==> config.mk <==
export PLATFORM = sky130hd
export DESIGN_NAME = cvm_back_flat
export DESIGN_NICKNAME = d
export VERILOG_FILES = /design/src/rtl/cvm_pkg.sv /design/src/rtl/cvm_stream_if.sv /design/src/rtl/cvm_back.sv /design/src/flat_wrapper.sv
export SDC_FILE = /design/constraint.sdc
export NUM_CORES = 1
export LEC_CHECK = 0
export BUFFER_PORTS_ARGS = -buffer_cell sky130_fd_sc_hd__buf_2
export CORE_AREA = 2 2 39 41
export CTS_CLUSTER_DIAMETER = 30
export CTS_CLUSTER_SIZE = 40
export DETAILED_ROUTE_END_ITERATION = 8
export DIE_AREA = 0 0 41 43
export PLACE_DENSITY = 0.66
export SLEW_MARGIN = 10
export SYNTH_ARGS = -nofsm -noshare
export SYNTH_HDL_FRONTEND = slang
export SYNTH_SLANG_ARGS = --single-unit
==> constraint.sdc <==
create_clock -name clk -period 1.5 [get_ports clk]
set_input_delay 0.3 -clock clk [delete_from_list [all_inputs] [get_ports clk]]
set_output_delay 0.3 -clock clk [all_outputs]
set_load 0.03 [all_outputs]
==> src/rtl/cvm_pkg.sv <==
package cvm_pkg;

	localparam int COL_W  = 12;
	localparam int ROW_W  = 12;
	localparam int CNT_W  = 13;
	localparam int VAL_W  = 16;
	localparam int PROD_W = 32;
	localparam int SUM_W  = 48;

	localparam int COL_SPAN     = 1 << COL_W;
	localparam int MAX_COLS_DEF = 4096;

	localparam int QUEUE_DEPTH = 4;
	localparam int LVL_W       = $clog2(QUEUE_DEPTH + 1);

	localparam int ADDR_W = 4;
	localparam int DATA_W = 32;

	localparam logic CMD_LOAD   = 1'b0;
	localparam logic CMD_MATRIX = 1'b1;

	localparam logic [ADDR_W-3:0] REG_NUM_COLS  = 2'd0;
	localparam logic [ADDR_W-3:0] REG_START_COL = 2'd1;
	localparam logic [ADDR_W-3:0] REG_END_COL   = 2'd2;

	localparam logic [CNT_W-1:0] NUM_COLS_RST  = 13'd4096;
	localparam logic [COL_W-1:0] START_COL_RST = 12'd0;
	localparam logic [CNT_W-1:0] END_COL_RST   = 13'd4096;

	typedef struct packed {
		logic                    command;
		logic [ROW_W-1:0]        row_index;
		logic [COL_W-1:0]        col_index;
		logic signed [VAL_W-1:0] element_value;
	} item_t;

	typedef struct packed {
		logic [ROW_W-1:0]        out_row;
		logic signed [SUM_W-1:0] row_sum;
	} result_t;

	typedef struct packed {
		logic [CNT_W-1:0] num_cols;
		logic [COL_W-1:0] start_col;
		logic [CNT_W-1:0] end_col;
	} cfg_t;

	typedef struct packed {
		logic                    mac;
		logic                    last;
		logic [ROW_W-1:0]        row;
		logic signed [VAL_W-1:0] elem;
		logic signed [VAL_W-1:0] vec;
	} op_t;

endpackage

==> src/rtl/cvm_stream_if.sv <==
interface cvm_stream_if #(parameter type payload_t = logic);
	logic     valid;
	logic     ready;
	payload_t data;

	modport source (output valid, output data, input ready);
	modport sink (input valid, input data, output ready);
endinterface

==> src/rtl/cvm_back.sv <==
module cvm_back (
	input  logic         clk,
	input  logic         arst_n,
	input  logic         q_empty,
	input  cvm_pkg::op_t q_data,
	output logic         q_pop,
	cvm_stream_if.source result
);
	import cvm_pkg::*;

	logic                     p_valid_s2;
	logic                     p_last_s2;
	logic [ROW_W-1:0]         p_row_s2;
	logic signed [PROD_W-1:0] p_prod_s2;

	logic signed [PROD_W-1:0] mul;
	logic signed [SUM_W-1:0]  sum;
	logic signed [SUM_W-1:0]  acc_q;
	logic                     out_valid_q;
	result_t                  out_q;
	logic                     p_adv;

	// only a row end needs the output register free
	assign p_adv = p_valid_s2 && (!p_last_s2 || !out_valid_q || result.ready);
	assign q_pop = !q_empty && (!p_valid_s2 || p_adv);

	assign mul = PROD_W'(q_data.elem) * PROD_W'(q_data.vec);
	assign sum = acc_q + {{(SUM_W - PROD_W){p_prod_s2[PROD_W-1]}}, p_prod_s2};

	always_ff @(posedge clk or negedge arst_n) begin
		if (!arst_n) begin
			p_valid_s2  <= 1'b0;
			acc_q       <= '0;
			out_valid_q <= 1'b0;
		end else begin
			if (q_pop) begin
				p_valid_s2 <= 1'b1;
			end else if (p_adv) begin
				p_valid_s2 <= 1'b0;
			end
			if (p_adv) begin
				if (p_last_s2) begin
					acc_q <= '0;
				end else begin
					acc_q <= sum;
				end
			end
			if (p_adv && p_last_s2) begin
				out_valid_q <= 1'b1;
			end else if (result.ready) begin
				out_valid_q <= 1'b0;
			end
		end
	end

	always_ff @(posedge clk) begin
		if (q_pop) begin
			p_last_s2 <= q_data.last;
			p_row_s2  <= q_data.row;
			p_prod_s2 <= q_data.mac ? mul : '0;
		end
		if (p_adv && p_last_s2) begin
			out_q.out_row <= p_row_s2;
			out_q.row_sum <= sum;
		end
	end

	assign result.valid = out_valid_q;
	assign result.data  = out_q;
endmodule

==> src/flat_wrapper.sv <==
// flat-port wrapper written by rule: the top's interface ports become plain ports
module cvm_back_flat import cvm_pkg::*;
  (clk, arst_n, q_empty, q_data, q_pop, result_valid, result_data, result_ready);
  cvm_stream_if result_i ();
  input  logic clk;
  input  logic arst_n;
  input  logic q_empty;
  input  cvm_pkg::op_t q_data;
  output logic q_pop;
  output wire logic [$bits(result_i.valid)-1:0] result_valid;
  output wire logic [$bits(result_i.data)-1:0] result_data;
  input wire logic [$bits(result_i.ready)-1:0] result_ready;
  assign result_valid = result_i.valid;
  assign result_data = result_i.data;
  assign result_i.ready = result_ready;
  cvm_back u_core (.clk(clk), .arst_n(arst_n), .q_empty(q_empty), .q_data(q_data), .q_pop(q_pop), .result(result_i));
endmodule
== Word level (Yosys, flattened, before mapping) ==
Cells that the tools add are included.
W data, S select, Z words.

* $mul: 1
* Muxes and demuxes: 5
* Reductions and logical operators: 12
* $add $sub $neg: 1

{| class="wikitable"
|+ Operator list
! kind !! number
|-
| $add A48 B48 Y48 || 1
|-
| $mux W48 || 1
|-
| $mul A16 B16 Y32 || 1
|-
| $logic_not A1 Y1 || 4
|-
| $mux W1 || 4
|-
| $reduce_bool A2 Y1 || 2
|-
| $logic_and A1 B1 Y1 || 3
|-
| $logic_or A1 B1 Y1 || 3
|}

* Input port bits: 50
* Register bits after elaboration: 84
* Logic and storage cells: 25
* Output and inout bits: 3

== Longest topological paths before layout ==
* Depth in word-level cells: 7
* Gate-level depth with buffers: 2
* Gate-level depth less buffers: 2

== Worst setup path after synthesis ==
Ideal clock, no wire load.

* Path kind: register -> register
* Start: reg u_core.out_valid_q, in the netlist u_core.result.valid
* End: reg u_core.p_last_s2, enable pin
* Arrival time: 1.319 ns
* Buffers on the path: 0
* Slack: -0.204 ns
* Period minus slack after synthesis: 1.704 ns
* Stages on the path, launching flop included: 3
* Cell sequence: dfrtp_1 > nor2b_1 > a31oi_1

* Cells in the longest elaborated chain, start to end: 6

{| class="wikitable"
|+ Ends and longest elaborated chain
! item !! RTL line !! text
|-
| start: declaration || cvm_back.sv:19 || <nowiki>logic out_valid_q;</nowiki>
|-
| start signal: assignment || cvm_back.sv:34 || <nowiki>out_valid_q <= 1'b0;</nowiki>
|-
| start signal: assignment || cvm_back.sv:49 || <nowiki>out_valid_q <= 1'b1;</nowiki>
|-
| start signal: assignment || cvm_back.sv:51 || <nowiki>out_valid_q <= 1'b0;</nowiki>
|-
| $logic_not A1 Y1 || cvm_back.sv:24 || <nowiki>assign p_adv = p_valid_s2 && (!p_last_s2 || !out_valid_q || result.ready);</nowiki>
|-
| $logic_or A1 B1 Y1 (2 in a row) || cvm_back.sv:24 ||
|-
| $logic_and A1 B1 Y1 || cvm_back.sv:24 ||
|-
| $logic_or A1 B1 Y1 || cvm_back.sv:25 || <nowiki>assign q_pop = !q_empty && (!p_valid_s2 || p_adv);</nowiki>
|-
| $logic_and A1 B1 Y1 || cvm_back.sv:25 ||
|-
| net q_pop || flat_wrapper.sv:9 || <nowiki>output logic q_pop;</nowiki>
|-
| end signal: assignment || cvm_back.sv:58 || <nowiki>p_last_s2 <= q_data.last;</nowiki>
|-
| end: declaration || cvm_back.sv:12 || <nowiki>logic p_last_s2;</nowiki>
|}

The timed path passes the listed nets, and every way through them passes these cells.
A chain may end at the register's enable or synchronous reset.

== Final worst setup path ==
* Start: reg u_core.out_valid_q, in the netlist u_core.result.valid
* End: out q_pop

* Cells in the longest elaborated chain, start to end: 6

{| class="wikitable"
|+ Ends and longest elaborated chain
! item !! RTL line
|-
| $logic_not A1 Y1 || cvm_back.sv:24
|-
| $logic_or A1 B1 Y1 (2 in a row) || cvm_back.sv:24
|-
| $logic_and A1 B1 Y1 || cvm_back.sv:24
|-
| $logic_or A1 B1 Y1 || cvm_back.sv:25
|-
| $logic_and A1 B1 Y1 || cvm_back.sv:25
|-
| end: declaration || flat_wrapper.sv:9
|}

No other way between the ends.

==> key figures <==
Status
  – Status: finished, final reports clean

Global route
  – Antenna violations before repair: 0
  – Vias in the first global route: 183
  – Grt total ovfl: 0
  – Largest net degree at the start of global routing: 6
  – First-pass GRT wire length: 807 um
  – GRT Util Overall: 7.972%

Pwr
  – Leakage: 0.1930 nW
  – Pwr Total: 0.4687 mW
  – Pwr Density: 1108 nW/um2
  – Peak VDD IR: 0.0004111 V

Timing
  – Final Hold Viols: 0
  – # setup viols final: 0
  – Slew @ Worst Pin: 0.1828 ns
  – Final max-slew violation count: 0
  – Clk_skew: 0.001668 ns
  – PnR worst setup slack: 0.07411 ns
  – Highest Clock Rate: 0.7013 GHz
  – Crit share post-route: 95.06%
  – Unrepaired setup endpoints after global routing: false
  – Slew margin rel.: 87.68%
  – Post-route setup TNS: 0 ns
  – Fin crit period: 1.426 ns
  – Hold slack: 0.2259 ns

Floorplanning
  – Top Ports: 53
  – Die height: 43 um
  – Horiz. Die Dim: 41 um
  – Area of the die: 1763 um2
  – Core Rows: 14
  – Core area: 1384 um2
  – Initial Util: 18.63%

Detailed routing
  – First drt pass iteration count: 2
  – Met2 WL: 256 um
  – Post-Route WL: 555 um
  – Metal3 WL: 79 um
  – DRC viols: 0
  – Initial drt markers: 5
  – Post-route ant nets: 0
  – Max Used Layer: met3
  – M1 WL: 219 um
  – Detailed-route vias per instance: 4.200
  – WL/cell: 10.09 um
  – Total number of vias: 231

Worst setup path
  – CP endpoint kind: primary output
  – Crit path required time: 1.20 ns
  – Worst Setup Start Kind: flop
  – CP arrival: 1.13 ns
  – Crit Path Max Fanout: 3
  – Critical path class: reg2out

Clock network
  – Cts bufs inserted: 3
  – Root buffer selected by CTS: clkbuf_4
  – H-tree depth: 1
  – Clk sink count: 6
  – CTS clk-pin slew, worst paths: 0.05 ns
  – CTS tree: built
  – Clock latency on the worst-skew pair: 0.25 ns
  – Clock buffer depth: 2

Logic synthesis
  – Synthesized-area fraction occupied by adder cells: 0%
  – Sequential area share after synthesis: 64.08%
  – Mapped Nets: 70
  – Mean Syn Cell Area: 12.89 um2
  – Synth Area in Compound Gates: 4.369%
  – Combinational family with the most area after synthesis: simple AND/OR/NAND/NOR gates
  – Simple-gate share of the synthesized area: 28.16%
  – XOR/XNOR Fraction of Synth Area: 3.398%
  – Post-synth cell types: 15
  – Gate Count Post-Synth: 20
  – Yosys Warn Count: 0
  – Synthesis-stage register bit count: 6
  – Area contributors post-synth: edfxtp_1, dfrtp_1, or4bb_1
  – Area leader, netlist: edfxtp_1
  – Top cell type's share of synthesized area: 34.95%
  – Synthesized cell area: 257.7 um2
  – Mux contribution to synthesized area: 0%

Place
  – Final GP Congestion: 0.6236
  – Cell total after placement: 46
  – Worst slack, placed: 0.1921 ns
  – IO buf count: 10
  – HPWL Detailed: 385.8 um

Finish
  – Ant diodes: 0
  – Ratio of cells with drive above 1 in the final layout: 51.28%
  – Final cell count without fillers: 55
  – Layout Nets: 90
  – Area Growth Syn to Fin: 64.08%

Run
  – Maximum Capacitance Violations: 0

Worst hold path
  – Hold Crit Class: in2reg
[metrics by stage]
step	utilization [%]	cell area (um2)
finish	30.56	422.9
global route	30.56	422.9
CTS	28.03	387.9
detailed placement	24.77	342.8
global placement	24.77	342.8
floorplan	-	272.8
[cells by family after synthesis]
kind of cell     Yosys count
AND/OR/NAND/NOR           11
flip-flops                 6
XOR/XNOR                   1
AO/OA/AOI/OAI              2
[worst max-delay path: stages, from the launching register on]
cell	delay, ns
dfrtp_1	0.38
nor2b_4	0.14
a31oi_4	0.20
buf_6	0.15
[flip-flops by register name (all words and copies together) (netlist names)]
register,count
u_core.p_prod_s2,1
u_core.p_last_s2,1
u_core.p_valid_s2,1
u_core.result.valid,1
u_core.acc_q,1
u_core.result.data,1
[final timing paths]
check / from / end / slack (ns) / depth (start not counted)
min in group asynchronous: arst_n / u_core.acc_q[0]$_DFFE_PN0P_ / 0.37 / 2
max in group asynchronous: arst_n / u_core.p_valid_s2$_DFFE_PN0P_ / 1.03 / 2
worst max-delay path: u_core.result.valid$_DFFE_PN0P_ / q_pop / 0.07 / 3
worst min-delay path: q_data[44] / u_core.p_last_s2$_DFFE_PP_ / 0.23 / 1
worst min register to register: u_core.p_prod_s2[0]$_SDFFCE_PN0P_ / u_core.acc_q[0]$_DFFE_PN0P_ / 0.61 / 2
worst max register to register: u_core.result.valid$_DFFE_PN0P_ / u_core.p_prod_s2[0]$_SDFFCE_PN0P_ / 0.27 / 4
[synth_stat cells (all sizes together)]
cell	instances
a31oi	1
and3	1
dfrtp	3
edfxtp	3
nand2	2
nand2b	1
nand4	1
nand4b	1
nor2	1
nor2b	1
o21ai	1
or2b	1
or3b	1
or4bb	1
xor2	1
[report_power, final]
part	leakage, nW	internal [mW]	switching (mW)
Sequential	0.0655	0.195	0.0179
Combinational	0.112	0.0474	0.0401
Clock	0.0150	0.101	0.0669
Total	0.193	0.344	0.125
[cells in the final DEF, fill, tap and decap left out]
cell | netlist | final
a31oi_4 | 0 | 1
nand4_1 | 1 | 1
nor2_1 | 1 | 1
edfxtp_1 | 3 | 3
dfrtp_1 | 3 | 3
nand2_1 | 2 | 2
and3_1 | 1 | 1
nand2b_1 | 1 | 1
buf_6 | 0 | 1
buf_2 | 0 | 9
o21ai_0 | 1 | 1
or3b_2 | 1 | 1
clkbuf_1 | 0 | 1
or4bb_1 | 1 | 1
dlygate4sd3_1 | 0 | 1
or2b_1 | 1 | 1
xor2_1 | 1 | 1
nand4b_1 | 1 | 1
nor2b_4 | 0 | 1
buf_4 | 0 | 4
clkbuf_4 | 0 | 3
[per-layer routing]
metal	vias up	global-route usage [%]
met5	-	0
met4	0	4.000
met1	104	8.497
met3	0	9.424
li1	112	-
met2	15	9.063
[area by class of cell]
class | instances | area [um2]
clock buffer | 4 | 26.28
fill | 145 | 960.9
multi-input combinational | 14 | 115.1
sequential | 6 | 165.2
tap | 16 | 20.02
timing repair buffer | 15 | 96.34
[timing repair]
item                                    CTS  global route
endpoints found under the setup margin    1             1
hold buffers                              1             0
resized for setup                         3             1
pin swaps                                 1             1
buffers inserted                          0             4
hold endpoints to repair                  3             0
Power figures use the tool's default switching activity.
