File: config.mk
export PLATFORM = sky130hd
export DESIGN_NAME = cvm_fifo
export DESIGN_NICKNAME = d
export VERILOG_FILES = /design/src/rtl/cvm_fifo.sv
export SDC_FILE = /design/constraint.sdc
export NUM_CORES = 1
export LEC_CHECK = 0
export BUFFER_PORTS_ARGS = -buffer_cell sky130_fd_sc_hd__buf_2
export CAP_MARGIN = 20
export CORE_AREA = 2 2 39 41
export CTS_CLUSTER_SIZE = 30
export DETAILED_ROUTE_END_ITERATION = 16
export DIE_AREA = 0 0 41 43
export GPL_TIMING_DRIVEN = 1
export PLACE_DENSITY = 0.71
export SLEW_MARGIN = 20
export SYNTH_ARGS = -nofsm -noshare
export SYNTH_HDL_FRONTEND = slang
export SYNTH_SLANG_ARGS = --single-unit
File: constraint.sdc
create_clock -name clk -period 3.1 [get_ports clk]
set_clock_uncertainty 0.15 [all_clocks]
set_input_delay 0.155 -clock clk [delete_from_list [all_inputs] [get_ports clk]]
set_output_delay 0.155 -clock clk [all_outputs]
set_load 0.005 [all_outputs]
File: src/rtl/cvm_fifo.sv
module cvm_fifo #(
	parameter type item_t = logic,
	parameter int  DEPTH  = 4,
	parameter int  LW     = $clog2(DEPTH + 1)
) (
	input  logic          clk,
	input  logic          arst_n,
	input  logic          push,
	input  item_t         push_data,
	input  logic          pop,
	output item_t         pop_data,
	output logic          empty,
	output logic [LW-1:0] level
);
	localparam int PW = (DEPTH > 1) ? $clog2(DEPTH) : 1;

	item_t         mem_q [DEPTH];
	logic [PW-1:0] wr_ptr_q;
	logic [PW-1:0] rd_ptr_q;
	logic [LW-1:0] level_q;

	function automatic logic [PW-1:0] ptr_inc(input logic [PW-1:0] p);
		if (p == PW'(DEPTH - 1)) begin
			return '0;
		end
		return p + PW'(1);
	endfunction

	assign pop_data = mem_q[rd_ptr_q];
	assign empty    = (level_q == '0);
	assign level    = level_q;

	always_ff @(posedge clk or negedge arst_n) begin
		if (!arst_n) begin
			wr_ptr_q <= '0;
			rd_ptr_q <= '0;
			level_q  <= '0;
		end else begin
			if (push) begin
				wr_ptr_q <= ptr_inc(wr_ptr_q);
			end
			if (pop) begin
				rd_ptr_q <= ptr_inc(rd_ptr_q);
			end
			if (push && !pop) begin
				level_q <= level_q + LW'(1);
			end else if (pop && !push) begin
				level_q <= level_q - LW'(1);
			end
		end
	end

	always_ff @(posedge clk) begin
		if (push) begin
			mem_q[wr_ptr_q] <= push_data;
		end
	end
endmodule

; Word-level counts from Yosys, hierarchy flattened
; Memory sizes are Yosys's and may differ from the RTL's.
; Cells that the tools add are included.
[op_classes]
n_addsub = 4
mul = 0
n_div = 0
magnitude_cmp = 0
eq_ne = 2
n_shift = 0
muxes = 12
bitwise = 0
n_reduce_logical = 6
[op_table]
columns = operator, count
row1 = 2-to-1 mux 2 bit, 4
row2 = 2-to-1 mux 1 bit, 6
row3 = 2-to-1 mux 3 bit, 2
row4 = "adder 2 x 1 -> 2 bit, second input constant", 2
row5 = "equality test 2 bit, second input constant", 2
row6 = "adder 3 x 1 -> 3 bit, second input constant", 1
row7 = zero test 3 bit, 1
row8 = "subtractor 3 x 1 -> 3 bit, second input constant", 1
row9 = logical AND 1 bit, 2
row10 = zero test 1 bit, 2
row11 = nonzero test 2 bit, 1
[totals]
ff_bits = 7
latch_bits = 0
ramBits = 4
rom_bits = 0
inputBits = 5
output_inout_bits = 5
word_cells = 28
mem_count = 1
[memory_table]
columns = name, words, word_bits, rd, rd_ports_with_merged_regs, write_ports, line_no
row1 = mem_q, 4, 1, 1, 0, 1, 17  ; item_t mem_q [DEPTH];

; Logic depth before layout (Yosys ltp)
; Gate-level depths: netlist (run 1).
[logic_depth]
depth_word = 4
depth_mapped = 7
depth_no_buf = 7

; Worst setup path after synthesis (run 1)
; Ideal clock, no wire load.
[synth_path]
kind = reg-to-reg
start = reg level_q[0], in the netlist level[0]
end = reg level_q[2], in the netlist level[2]
t_arrival_ps = 1232
required_time_ps = 2871
slack_ps = 1639
stages_incl_launch_ff = 5
period_less_slack_ps = 1461
cell_sequence = dfrtp_1 -> fa_1 -> xor2_1 -> nor2_1 -> xor2_1
[synth_between]
elab_chain_len = 3
elab_cells_between_ends = 4
cone_classes = add/sub (2) / mux (2)
[synth_rtl]
columns = element, line_no
row1 = start: declaration, 20  ; logic [LW-1:0] level_q;
row2 = start signal: assignment, 46  ; level_q <= level_q + LW'(1);
row3 = start signal: assignment, 48  ; level_q <= level_q - LW'(1);
row4 = subtractor 3 x 1 -> 3 bit, 48
row5 = 2-to-1 mux 3 bit, 47  ; end else if (pop && !push) begin
row6 = 2-to-1 mux 3 bit *, 45  ; if (push && !pop) begin
; Every way passes the cells marked *; elsewhere a longest branch is shown, timed or not. The select of a mux whose other input is x is not followed.
; A chain may end at the register's enable or synchronous reset.

; Worst setup path in the final report (run 1)
[layout_path]
start = reg rd_ptr_q[0]
end = out pop_data
[layout_between]
elab_chain_len = 1
[layout_rtl]
columns = element, line_no
row1 = start: declaration, 19  ; logic [PW-1:0] rd_ptr_q;
row2 = start signal: assignment, 43  ; rd_ptr_q <= ptr_inc(rd_ptr_q);
row3 = memory read (4 x 1 bit), n/a
row4 = end: declaration, 11  ; output item_t pop_data,
; No other way between the ends.

==> summary.md, run 1 <==
| Metric | Value |
|---|---|
| Outcome | completed |
| Yosys warns | 0 |
| Clock Pin Slew Worst Setup and Hold Paths | 0.07 ns |
| Number of global-route vias before repair | 319 |
| Post-synthesis cell count | 41 |
| Num rows | 14 |
| Slew Viols, Final | 0 |
| RSZ-0062 raised after global routing | no |
| Initial Util | 0.3942 |
| Layout net count | 69 |
| Number of vias per cell | 4.639 |
| First DRT Iteration DRCs | 5 |
| Die area | 1763 um2 |
| Drt wl/cell | 10.65 um |
| Unique masters post-synth | 15 |
| Worst Max-Slew Pin Slew | 0.1701 ns |
| Root Driver | clkbuf_4 |
| Endpoints failing setup | 0 |
| Clock share of power | 0.177 |
| Post-place setup slack | 1.498 ns |
| Initial antenna violation count | 0 |
| Clk buf depth | 2 |
| Grt met2 use | 0.1594 |
| Slew headroom | 0.8866 |
| CTS sink count | 11 |
| Total CTS buffers | 3 |
| Minimum clock period | 1.618 ns |
| Setup ws final | 1.482 ns |
| Routing usage on met1 | 0.1172 |
| Die H | 43 um |
| Top Ports | 10 |
| Cell area after synthesis | 545.5 um2 |
| Area delta synth->final | 20.41% |
| Clk Latency, worst-skew pair | 0.26 ns |
| Startpoint types | register |
| Dpl cells | 66 |
| FMAX | 618.1 MHz |
| Finished Core Util | 0.4747 |
| Ant. Diodes | 0 |
| Critical path capture point type | output port |
| GPL Wtd Cong | 0.7057 |
| Worst path required time | 2.79 ns |
| Sequential fraction of the synthesis area | 0.5413 |
| Setup_tns | 0 ns |
| Placed Area | 610.6 um2 |
| PD cells | 811.0 nW/um2 |
| Crit path DAT | 1.31 ns |
| # resized after CTS | 0 |
| DP HPWL | 585.1 um |
| Combinational share of power | 0.341 |
| Post-route cell area | 656.9 um2 |
| Largest net degree at the start of global routing | 10 |
| Share of cells above drive strength 1 | 0.2857 |
| # Max-Cap Violations | 0 |
| CTS tree | built |
| Total power draw | 0.5327 mW |
| CTS HTree Levels | 1 |
| Hold Slack | 0.008848 ns |
| Final period utilization | 0.5219 |
| P_int | 0.3611 mW |
| Syn Nets | 53 |
| Overflow after GRT | 0 |
| TritonRoute pass-1 iters | 4 |
| Sw Ratio | 0.3221 |
| Core ar. | 1384 um2 |
| Static Leakage | 0.3073 nW |
| Final ANT Viol Nets | 0 |
| PortBufs | 9 |
| Layout Cells excl Fill | 72 |
| Peak VDD IR | 0.3445 mV |
| Flops & latches, synth | 11 |
| Met3 global-route usage | 0.03141 |
| First-pass GRT wire length | 1235 um |
| Total track usage | 0.1118 |
| Most common cell after layout, fill and taps aside | buf_2 |
| Multi-input combinational cell area | 235.2 um2 |
| Residual DRC count | 0 |
| Final WL | 767 um |
| Die width | 41 um |
| Hold Crit Class | input port to register |
| Reg area | 295.3 um2 |
| GR peak layer | met2 |
| Vias | 334 |
| Switching pwr | 0.1716 mW |
| Final hold vios | 0 |
| Leading cell types in the layout, fill and taps excluded | 9 x buf_2, 7 x dfrtp_1, 6 x ha_1 |
| Seq pwr share | 0.481 |
| Crit Path Max Fanout | 4 |
| Filler cell count | 126 |
| Worst Setup Path Type | register to output port |
| Syn Area/Cell | 13.31 um2 |
==> worst max-delay path, stage by stage, from the launching register on <==
cell and delay (ns):
dfrtp_1 0.41, mux4_2 0.51, buf_2 0.14
==> cell usage after synthesis <==
cell / instances / area share
ha_1: 6 / 0.14
a21o_2: 1 / 0.016
nor2_1: 2 / 0.014
inv_1: 4 / 0.028
mux2_2: 2 / 0.041
o21ai_0: 2 / 0.018
and2_1: 4 / 0.046
nor3_1: 2 / 0.018
xor2_1: 2 / 0.032
fa_1: 1 / 0.037
nand2_1: 2 / 0.014
mux4_2: 1 / 0.041
edfxtp_1: 4 / 0.22
dfrtp_1: 7 / 0.32
xnor2_1: 1 / 0.016
==> routing by layer <==
metal | share of wire | vias up
met3 | 0.031 | 2
met4 | 0.027 | 0
met5 | 0 | -
li1 | - | 165
met2 | 0.49 | 7
met1 | 0.45 | 160
==> final timing paths <==
kind	endpoint	slack (ns)	cells after the start	startpoint
max in group asynchronous	wr_ptr_q[1]	2.54	2	arst_n
min in group asynchronous	level[1]	0.11	2	arst_n
worst max-delay path	pop_data	1.48	2	rd_ptr_q[0]
worst max register to register	level[2]	1.58	4	level[0]
worst min register to register	level[2]	0.34	1	level[2]
worst min-delay path	rd_ptr_q[1]	0.009	2	pop
==> power by group through the flow <==
| stage | Sequential [mW] | Clock [mW] | Combinational, mW |
|---|---|---|---|
| finish | 0.256 | 0.0945 | 0.182 |
| global route | 0.265 | 0.104 | 0.213 |
| CTS | 0.257 | 0.0994 | 0.187 |
| detailed placement | 0.260 | 0 | 0.183 |
| global placement | 0.257 | 0 | 0.175 |
| floorplan | 0.253 | 0 | 0.124 |
==> kinds of logic after synthesis <==
group,count (synthesis),share of synthesized area
XOR/XNOR,3,0.04817
flip-flops,11,0.5413
AO/OA/AOI/OAI,3,0.03441
AND/OR/NAND/NOR,10,0.09175
multiplexers,3,0.08256
buffers and inverters,4,0.02751
adder cells (fa/ha/maj),7,0.1743
==> what timing repair did <==
item                                    CTS  global route
endpoints found under the setup margin    0             0
endpoints found under the hold margin    11             0
buffers inserted                          0             0
hold buffers                              2             0
==> sequential cells by signal (all words and copies together), names as in the netlist <==
register / flops
wr_ptr_q: 2
mem_q: 4
rd_ptr_q: 2
level: 3
==> area by class of cell <==
type / instances / area share
well taps: 16 / 0.03048
flip-flops and latches: 11 / 0.4495
repair buffers: 11 / 0.09905
inverters: 4 / 0.02286
clock buffers: 4 / 0.04000
multi-input cells: 26 / 0.3581
(Power assumes the default switching activity.)
==> inputs of run 2 (changes only) <==
PLACE_DENSITY = 0.73   (was 0.71)
clock period = 1.3 ns   (was 3.1 ns; I/O delays follow)
==> summary.md, run 2 (synthesis results as in run 1) <==
| Metric | Value |
|---|---|
| Reg2Reg Depth | 4 (unchanged) |
| # Max-Cap Violations | 0 (unchanged) |
| Dpl cells | 72 (was 66) |
| Crit path DAT | 1.26 ns (was 1.31 ns) |
| Total track usage | 0.1268 (was 0.1118) |
| Worst Setup Path Type | register to output port (unchanged) |
| Overflow after GRT | 0 (unchanged) |
| Biggest register | mem_q (unchanged) |
| CTS sink count | 11 (unchanged) |
| Top delay family on crit path | multiplexers (unchanged) |
| Initial Util | 0.3942 (unchanged) |
| Number of global-route vias before repair | 378 (was 319) |
| Ant. Diodes | 0 (unchanged) |
| Final ANT Viol Nets | 0 (unchanged) |
| Reg-to-Reg Start | level[0] (unchanged) |
| Finished Core Util | 0.5380 (was 0.4747) |
| Startpoint types | register (unchanged) |
| Die width | 41 um (unchanged) |
| Leading cell types in the layout, fill and taps excluded | 9 x buf_2, 7 x dfrtp_1, 7 x buf_4, 6 x ha_1 (was 9 x buf_2, 7 x dfrtp_1, 6 x ha_1) |
| FMAX | 677.8 MHz |
| Peak VDD IR | 0.8205 mV (was 0.3445 mV) |
| Worst Max-Slew Pin Slew | 0.2043 ns (was 0.1701 ns) |
| Slew Viols, Final | 0 (unchanged) |
| Cell chain of the critical path | mux4_2 -> buf_2 (unchanged) |
| Critical path capture point type | output port (unchanged) |
| PD cells | 1910 nW/um2 (was 811.0 nW/um2) |
| Endpoints failing setup | 4 (was 0) |
| Core ar. | 1384 um2 (unchanged) |
| Area delta synth->final | 36.47% (was 20.41%) |
| TritonRoute pass-1 iters | 4 (unchanged) |
| Layout net count | 78 (was 69) |
| Crit. path cell count | 2 (unchanged) |
| Num rows | 14 (unchanged) |
| GPL Wtd Cong | 0.7194 (was 0.7057) |
| First-pass GRT wire length | 1407 um (was 1235 um) |
| Outcome | finished with violations (was completed) |
| Final period utilization | 1.135 |
| Total CTS buffers | 3 (unchanged) |
| CTS HTree Levels | 1 (unchanged) |
| Worst path required time | 1.09 ns (was 2.79 ns) |
| DP HPWL | 691.8 um (was 585.1 um) |
| Hold Crit Class | input port to async pin (was input port to register) |
| Crit Reg-Reg Endpoint | level[2] (unchanged) |
| Top Ports | 10 (unchanged) |
| Worst Path Buf+Inv | 1 (unchanged) |
| Slew headroom | 0.8624 (was 0.8866) |
| Post-route cell area | 744.5 um2 (was 656.9 um2) |
| Final WL | 913 um (was 767 um) |
| Setup ws final | -0.1754 ns (was 1.482 ns) |
| Setup slack, reg-to-reg | -0.11 ns (was 1.58 ns) |
| CTS tree | built (unchanged) |
| Vias | 373 (was 334) |
| Number of vias per cell | 4.605 (was 4.639) |
| Root Driver | clkbuf_4 (unchanged) |
| Die H | 43 um (unchanged) |
| Clk Latency, worst-skew pair | 0.26 ns (about the same) |
| Slowest stage delay, CP | 0.49 ns (was 0.51 ns) |
| Minimum clock period | 1.475 ns |
| Die area | 1763 um2 (unchanged) |
| First DRT Iteration DRCs | 1 (was 5) |
| Residual DRC count | 0 (unchanged) |
| PortBufs | 9 (unchanged) |
| Clock Pin Slew Worst Setup and Hold Paths | 0.07 ns (about the same) |
| Final hold vios | 0 (unchanged) |
| Largest net degree at the start of global routing | 9 (was 10) |
| Placed Area | 658.1 um2 (was 610.6 um2) |
| Crit-path slowest cell | mux4_2 (unchanged) |
| Static Leakage | 0.3567 nW (was 0.3073 nW) |
| Layout Cells excl Fill | 81 (was 72) |
| Max reg flops | 4 (unchanged) |
| Share of cells above drive strength 1 | 0.4308 (was 0.2857) |
| Failing checks | setup timing |
| Drt wl/cell | 11.27 um (was 10.65 um) |
| Most common cell after layout, fill and taps aside | buf_2 (unchanged) |
| Crit Path Max Fanout | 2 (was 4) |
| RSZ-0062 raised after global routing | yes (was no) |
| Clk buf depth | 2 (unchanged) |
| Initial antenna violation count | 0 (unchanged) |
==> run 2: changes by cell type in the layout (fill, tap and decap cells not counted), sizes merged <==
cell	previous run	this run
buf	9	17
clkbuf	4	3
clkinv	0	1
dlygate4sd3	2	3
==> run 2: area by class of cell <==
type	count	area (um2)
Clock buffer	3	22.52
Sequential cell	11	295.3
Clock inverter	1	5.005
Multi-Input combinational cell	26	247.7
Fill cell	123	639.4
Tap cell	16	20.02
Inverter	4	15.01
Timing Repair Buffer	20	138.9
==> run 2: worst max path at each step <==
stage	start	endpoint
floorplan	level[0]	level[1]
global placement	pop	level[2]
detailed placement	pop	level[2]
CTS	rd_ptr_q[0]	pop_data
global route	rd_ptr_q[0]	pop_data
finish	rd_ptr_q[0]	pop_data
==> run 2: report_power, final <==
part	switching (mW)	internal (mW)
logic	0.253	0.357
clock network	0.106	0.114
registers	0.100	0.491
==> run 2: per-stage QoR <==
stage / setup slack (ns) / power [mW] / hold slack [ns] / TNS [ns]
4_1_cts: -0.1884 / 1.432 / 0.003031 / -0.4553
3_3_place_gp: -0.1909 / 1.093 / -0.2490 / -0.3332
6_report: -0.1754 / 1.422 / 0.007859 / -0.4024
3_5_place_dp: -0.2029 / 1.131 / -0.2461 / -0.3628
5_1_grt: -0.2459 / 1.559 / 0.004478 / -0.6359
2_1_floorplan: -0.07063 / 0.9006 / -0.3806 / -0.1412
==> run 2: routing by layer <==
layer  up-vias  wire length [um]  part of all wire  track usage
met5         -                 0                 0            0
met4         0                19             0.021      0.06000
met3         2                32             0.035      0.06283
met2         8               517              0.57       0.2250
met1       179               344              0.38       0.1058
li1        184                 -                 -            -
==> run 2: worst register-to-register path, cell delays in order, from the launching register on <==
cell     delay (ns)
dfrtp_1        0.41
fa_2           0.36
xor2_1         0.14
nor2_1         0.12
xor2_1         0.15
==> run 2: what timing repair did <==
item,4_1_cts,5_1_grt
endpoints found under the setup margin,4,6
buffers inserted,2,0
endpoints found under the hold margin,11,1
resized for setup,2,1
hold buffers,2,1
pin swaps,3,1
==> inputs of run 3 (changes only) <==
PLACE_DENSITY = 0.71   (was 0.73)
clock period = 1.9 ns   (was 1.3 ns; I/O delays follow)
==> summary.md, run 3 (synthesis results as in run 1) <==
| Metric | Value |
|---|---|
| Biggest register | mem_q (unchanged) |
| Setup slack, reg-to-reg | 0.40 ns (was -0.11 ns) |
| Worst Max-Slew Pin Slew | 0.1973 ns (was 0.2043 ns) |
| Worst path required time | 1.95 ns (was 1.09 ns) |
| Cell chain of the critical path | dlygate4sd3_1 -> buf_2 -> inv_2 -> ha_2 -> inv_1 -> fa_2 -> xor2_1 -> nor2_1 -> xor2_1 (was mux4_2 -> buf_2) |
| Clock Pin Slew Worst Setup and Hold Paths | 0.07 ns (about the same) |
| Multi-input combinational cell area | 240.2 um2 (was 247.7 um2) |
| Top Ports | 10 (unchanged) |
| Final hold vios | 0 (unchanged) |
| Placed Area | 610.6 um2 (was 658.1 um2) |
| Endpoints failing setup | 0 (was 4) |
| Peak VDD IR | 0.5594 mV (was 0.8205 mV) |
| Crit-path slowest cell | dlygate4sd3_1 (was mux4_2) |
| # Max-Cap Violations | 0 (unchanged) |
| Most used cell, CP | xor2_1 |
| Total CTS buffers | 3 (unchanged) |
| Worst Setup Path Type | input port to register (was register to output port) |
| GPL Wtd Cong | 0.6885 (was 0.7194) |
| Number of global-route vias before repair | 323 (was 378) |
| Area delta synth->final | 27.06% (was 36.47%) |
| Residual DRC count | 0 (unchanged) |
| Root Driver | clkbuf_4 (unchanged) |
| Number of vias per cell | 4.547 (was 4.605) |
| RSZ-0062 raised after global routing | no (was yes) |
| Final WL | 786 um (was 913 um) |
| Reg-to-Reg Start | level[0] (unchanged) |
| Finished Core Util | 0.5009 (was 0.5380) |
| Slew Viols, Final | 0 (unchanged) |
| Total track usage | 0.1035 (was 0.1268) |
| Layout net count | 72 (was 78) |
| Startpoint types | input port (was register) |
| FMAX | 570.0 MHz |
| Core ar. | 1384 um2 (unchanged) |
| DP HPWL | 607.2 um (was 691.8 um) |
| Reg area | 295.3 um2 (unchanged) |
| Largest net degree at the start of global routing | 10 (was 9) |
| Slew headroom | 0.8685 (was 0.8624) |
| Clk buf depth | 2 (unchanged) |
| Slowest stage delay, CP | 0.53 ns (was 0.49 ns) |
| Drt wl/cell | 10.48 um (was 11.27 um) |
| Overflow after GRT | 0 (unchanged) |
| Clk Latency, worst-skew pair | 0.27 ns (was 0.26 ns) |
| Crit Path Max Fanout | 3 (was 2) |
| Die H | 43 um (unchanged) |
| Hold Crit Class | input port to async pin (unchanged) |
| Filler cell count | 119 (was 123) |
| First DRT Iteration DRCs | 2 (was 1) |
| Critical path capture point type | register (was output port) |
| Leading cell types in the layout, fill and taps excluded | 8 x buf_2, 7 x dfrtp_1, 5 x ha_1 (was 9 x buf_2, 7 x dfrtp_1, 7 x buf_4, 6 x ha_1) |
| Final ANT Viol Nets | 0 (unchanged) |
| Initial antenna violation count | 0 (unchanged) |
| CTS HTree Levels | 1 (unchanged) |
| Vias | 341 (was 373) |
| Outcome | completed (was finished with violations) |
| Post-route cell area | 693.2 um2 (was 744.5 um2) |
| Initial Util | 0.3942 (unchanged) |
| Crit path DAT | 1.80 ns (was 1.26 ns) |
| Static Leakage | 0.3213 nW (was 0.3567 nW) |
| CTS sink count | 11 (unchanged) |
| Num rows | 14 (unchanged) |
| Setup_tns | 0 ns (was -0.4024 ns) |
| Ant. Diodes | 0 (unchanged) |
| CTS tree | built (unchanged) |
| Die area | 1763 um2 (unchanged) |
| First-pass GRT wire length | 1193 um (was 1407 um) |
| Share of cells above drive strength 1 | 0.3559 (was 0.4308) |
| Crit Reg-Reg Endpoint | level[2] (unchanged) |
| Final period utilization | 0.9233 |
| Max reg flops | 4 (unchanged) |
| TritonRoute pass-1 iters | 4 (unchanged) |
| Minimum clock period | 1.754 ns |
| Die width | 41 um (unchanged) |
| Most common cell after layout, fill and taps aside | buf_2 (unchanged) |
| PD cells | 1290 nW/um2 (was 1910 nW/um2) |
| Reg2Reg Depth | 4 (unchanged) |
| PortBufs | 9 (unchanged) |
==> run 3: cell count changes in the layout (fill, tap and decap cells not counted), sizes merged <==
cell | previous run | this run
dlygate4sd3 | 3 | 4
clkbuf | 3 | 4
buf | 17 | 9
==> run 3: worst max-delay path: cells and delay by family <==
kind                     cells  cell delay (ns)
XOR/XNOR                     2             0.30
adder cells (fa/ha/maj)      2             0.50
buffers and inverters        4             0.77
AND/OR/NAND/NOR              1             0.14
==> run 3: worst max-delay path by stage <==
stage	cells past startpoint	slack, ns	start	endpoint
after floorplan	4	0.44	level[0]	level[2]
final	9	0.15	pop	level[2]
after global routing	9	0.03	pop	level[2]
after global placement	8	0.36	pop	level[2]
after detailed placement	8	0.33	pop	level[2]
after CTS	9	0.06	pop	level[2]
==> run 3: stage by stage <==
stage / worst slack, ns / hold WS, ns / cells / total power, mW
2_1_floorplan: 0.4390 / -0.3506 / 41 / 0.6149
3_3_place_gp: 0.3570 / -0.2178 / 66 / 0.7057
3_5_place_dp: 0.3313 / -0.2156 / 66 / 0.7324
4_1_cts: 0.05572 / 0.02903 / 74 / 0.8995
5_1_grt: 0.03484 / 0.04151 / 75 / 0.9790
6_report: 0.1457 / 0.02317 / 75 / 0.8939
==> run 3: final cells by class <==
type | instances | share of cell area
sequential | 11 | 0.4260
multi-input combinational | 26 | 0.3466
timing repair buffer | 14 | 0.1372
clock buffer | 3 | 0.03249
tap | 16 | 0.02888
inverter | 4 | 0.02166
clock inverter | 1 | 0.007220
==> run 3: layer usage <==
metal | GRT usage | part of all wire
met2 | 0.1594 | 0.49
met4 | 0.08000 | 0.029
met1 | 0.1203 | 0.44
met3 | 0.01571 | 0.039
met5 | 0 | 0
==> run 3: power breakdown <==
| part | internal, mW | switching (mW) | total, mW |
|---|---|---|---|
| Clock | 0.0780 | 0.0810 | 0.159 |
| Sequential | 0.336 | 0.0845 | 0.420 |
| Combinational | 0.183 | 0.131 | 0.314 |
==> run 3: timing repair <==
item | 4_1_cts | 5_1_grt
hold endpoints to repair | 14 | 0
setup buffers | 0 | 1
setup endpoints to repair | 0 | 1
hold buffers | 4 | 0
gates resized for setup | 0 | 4
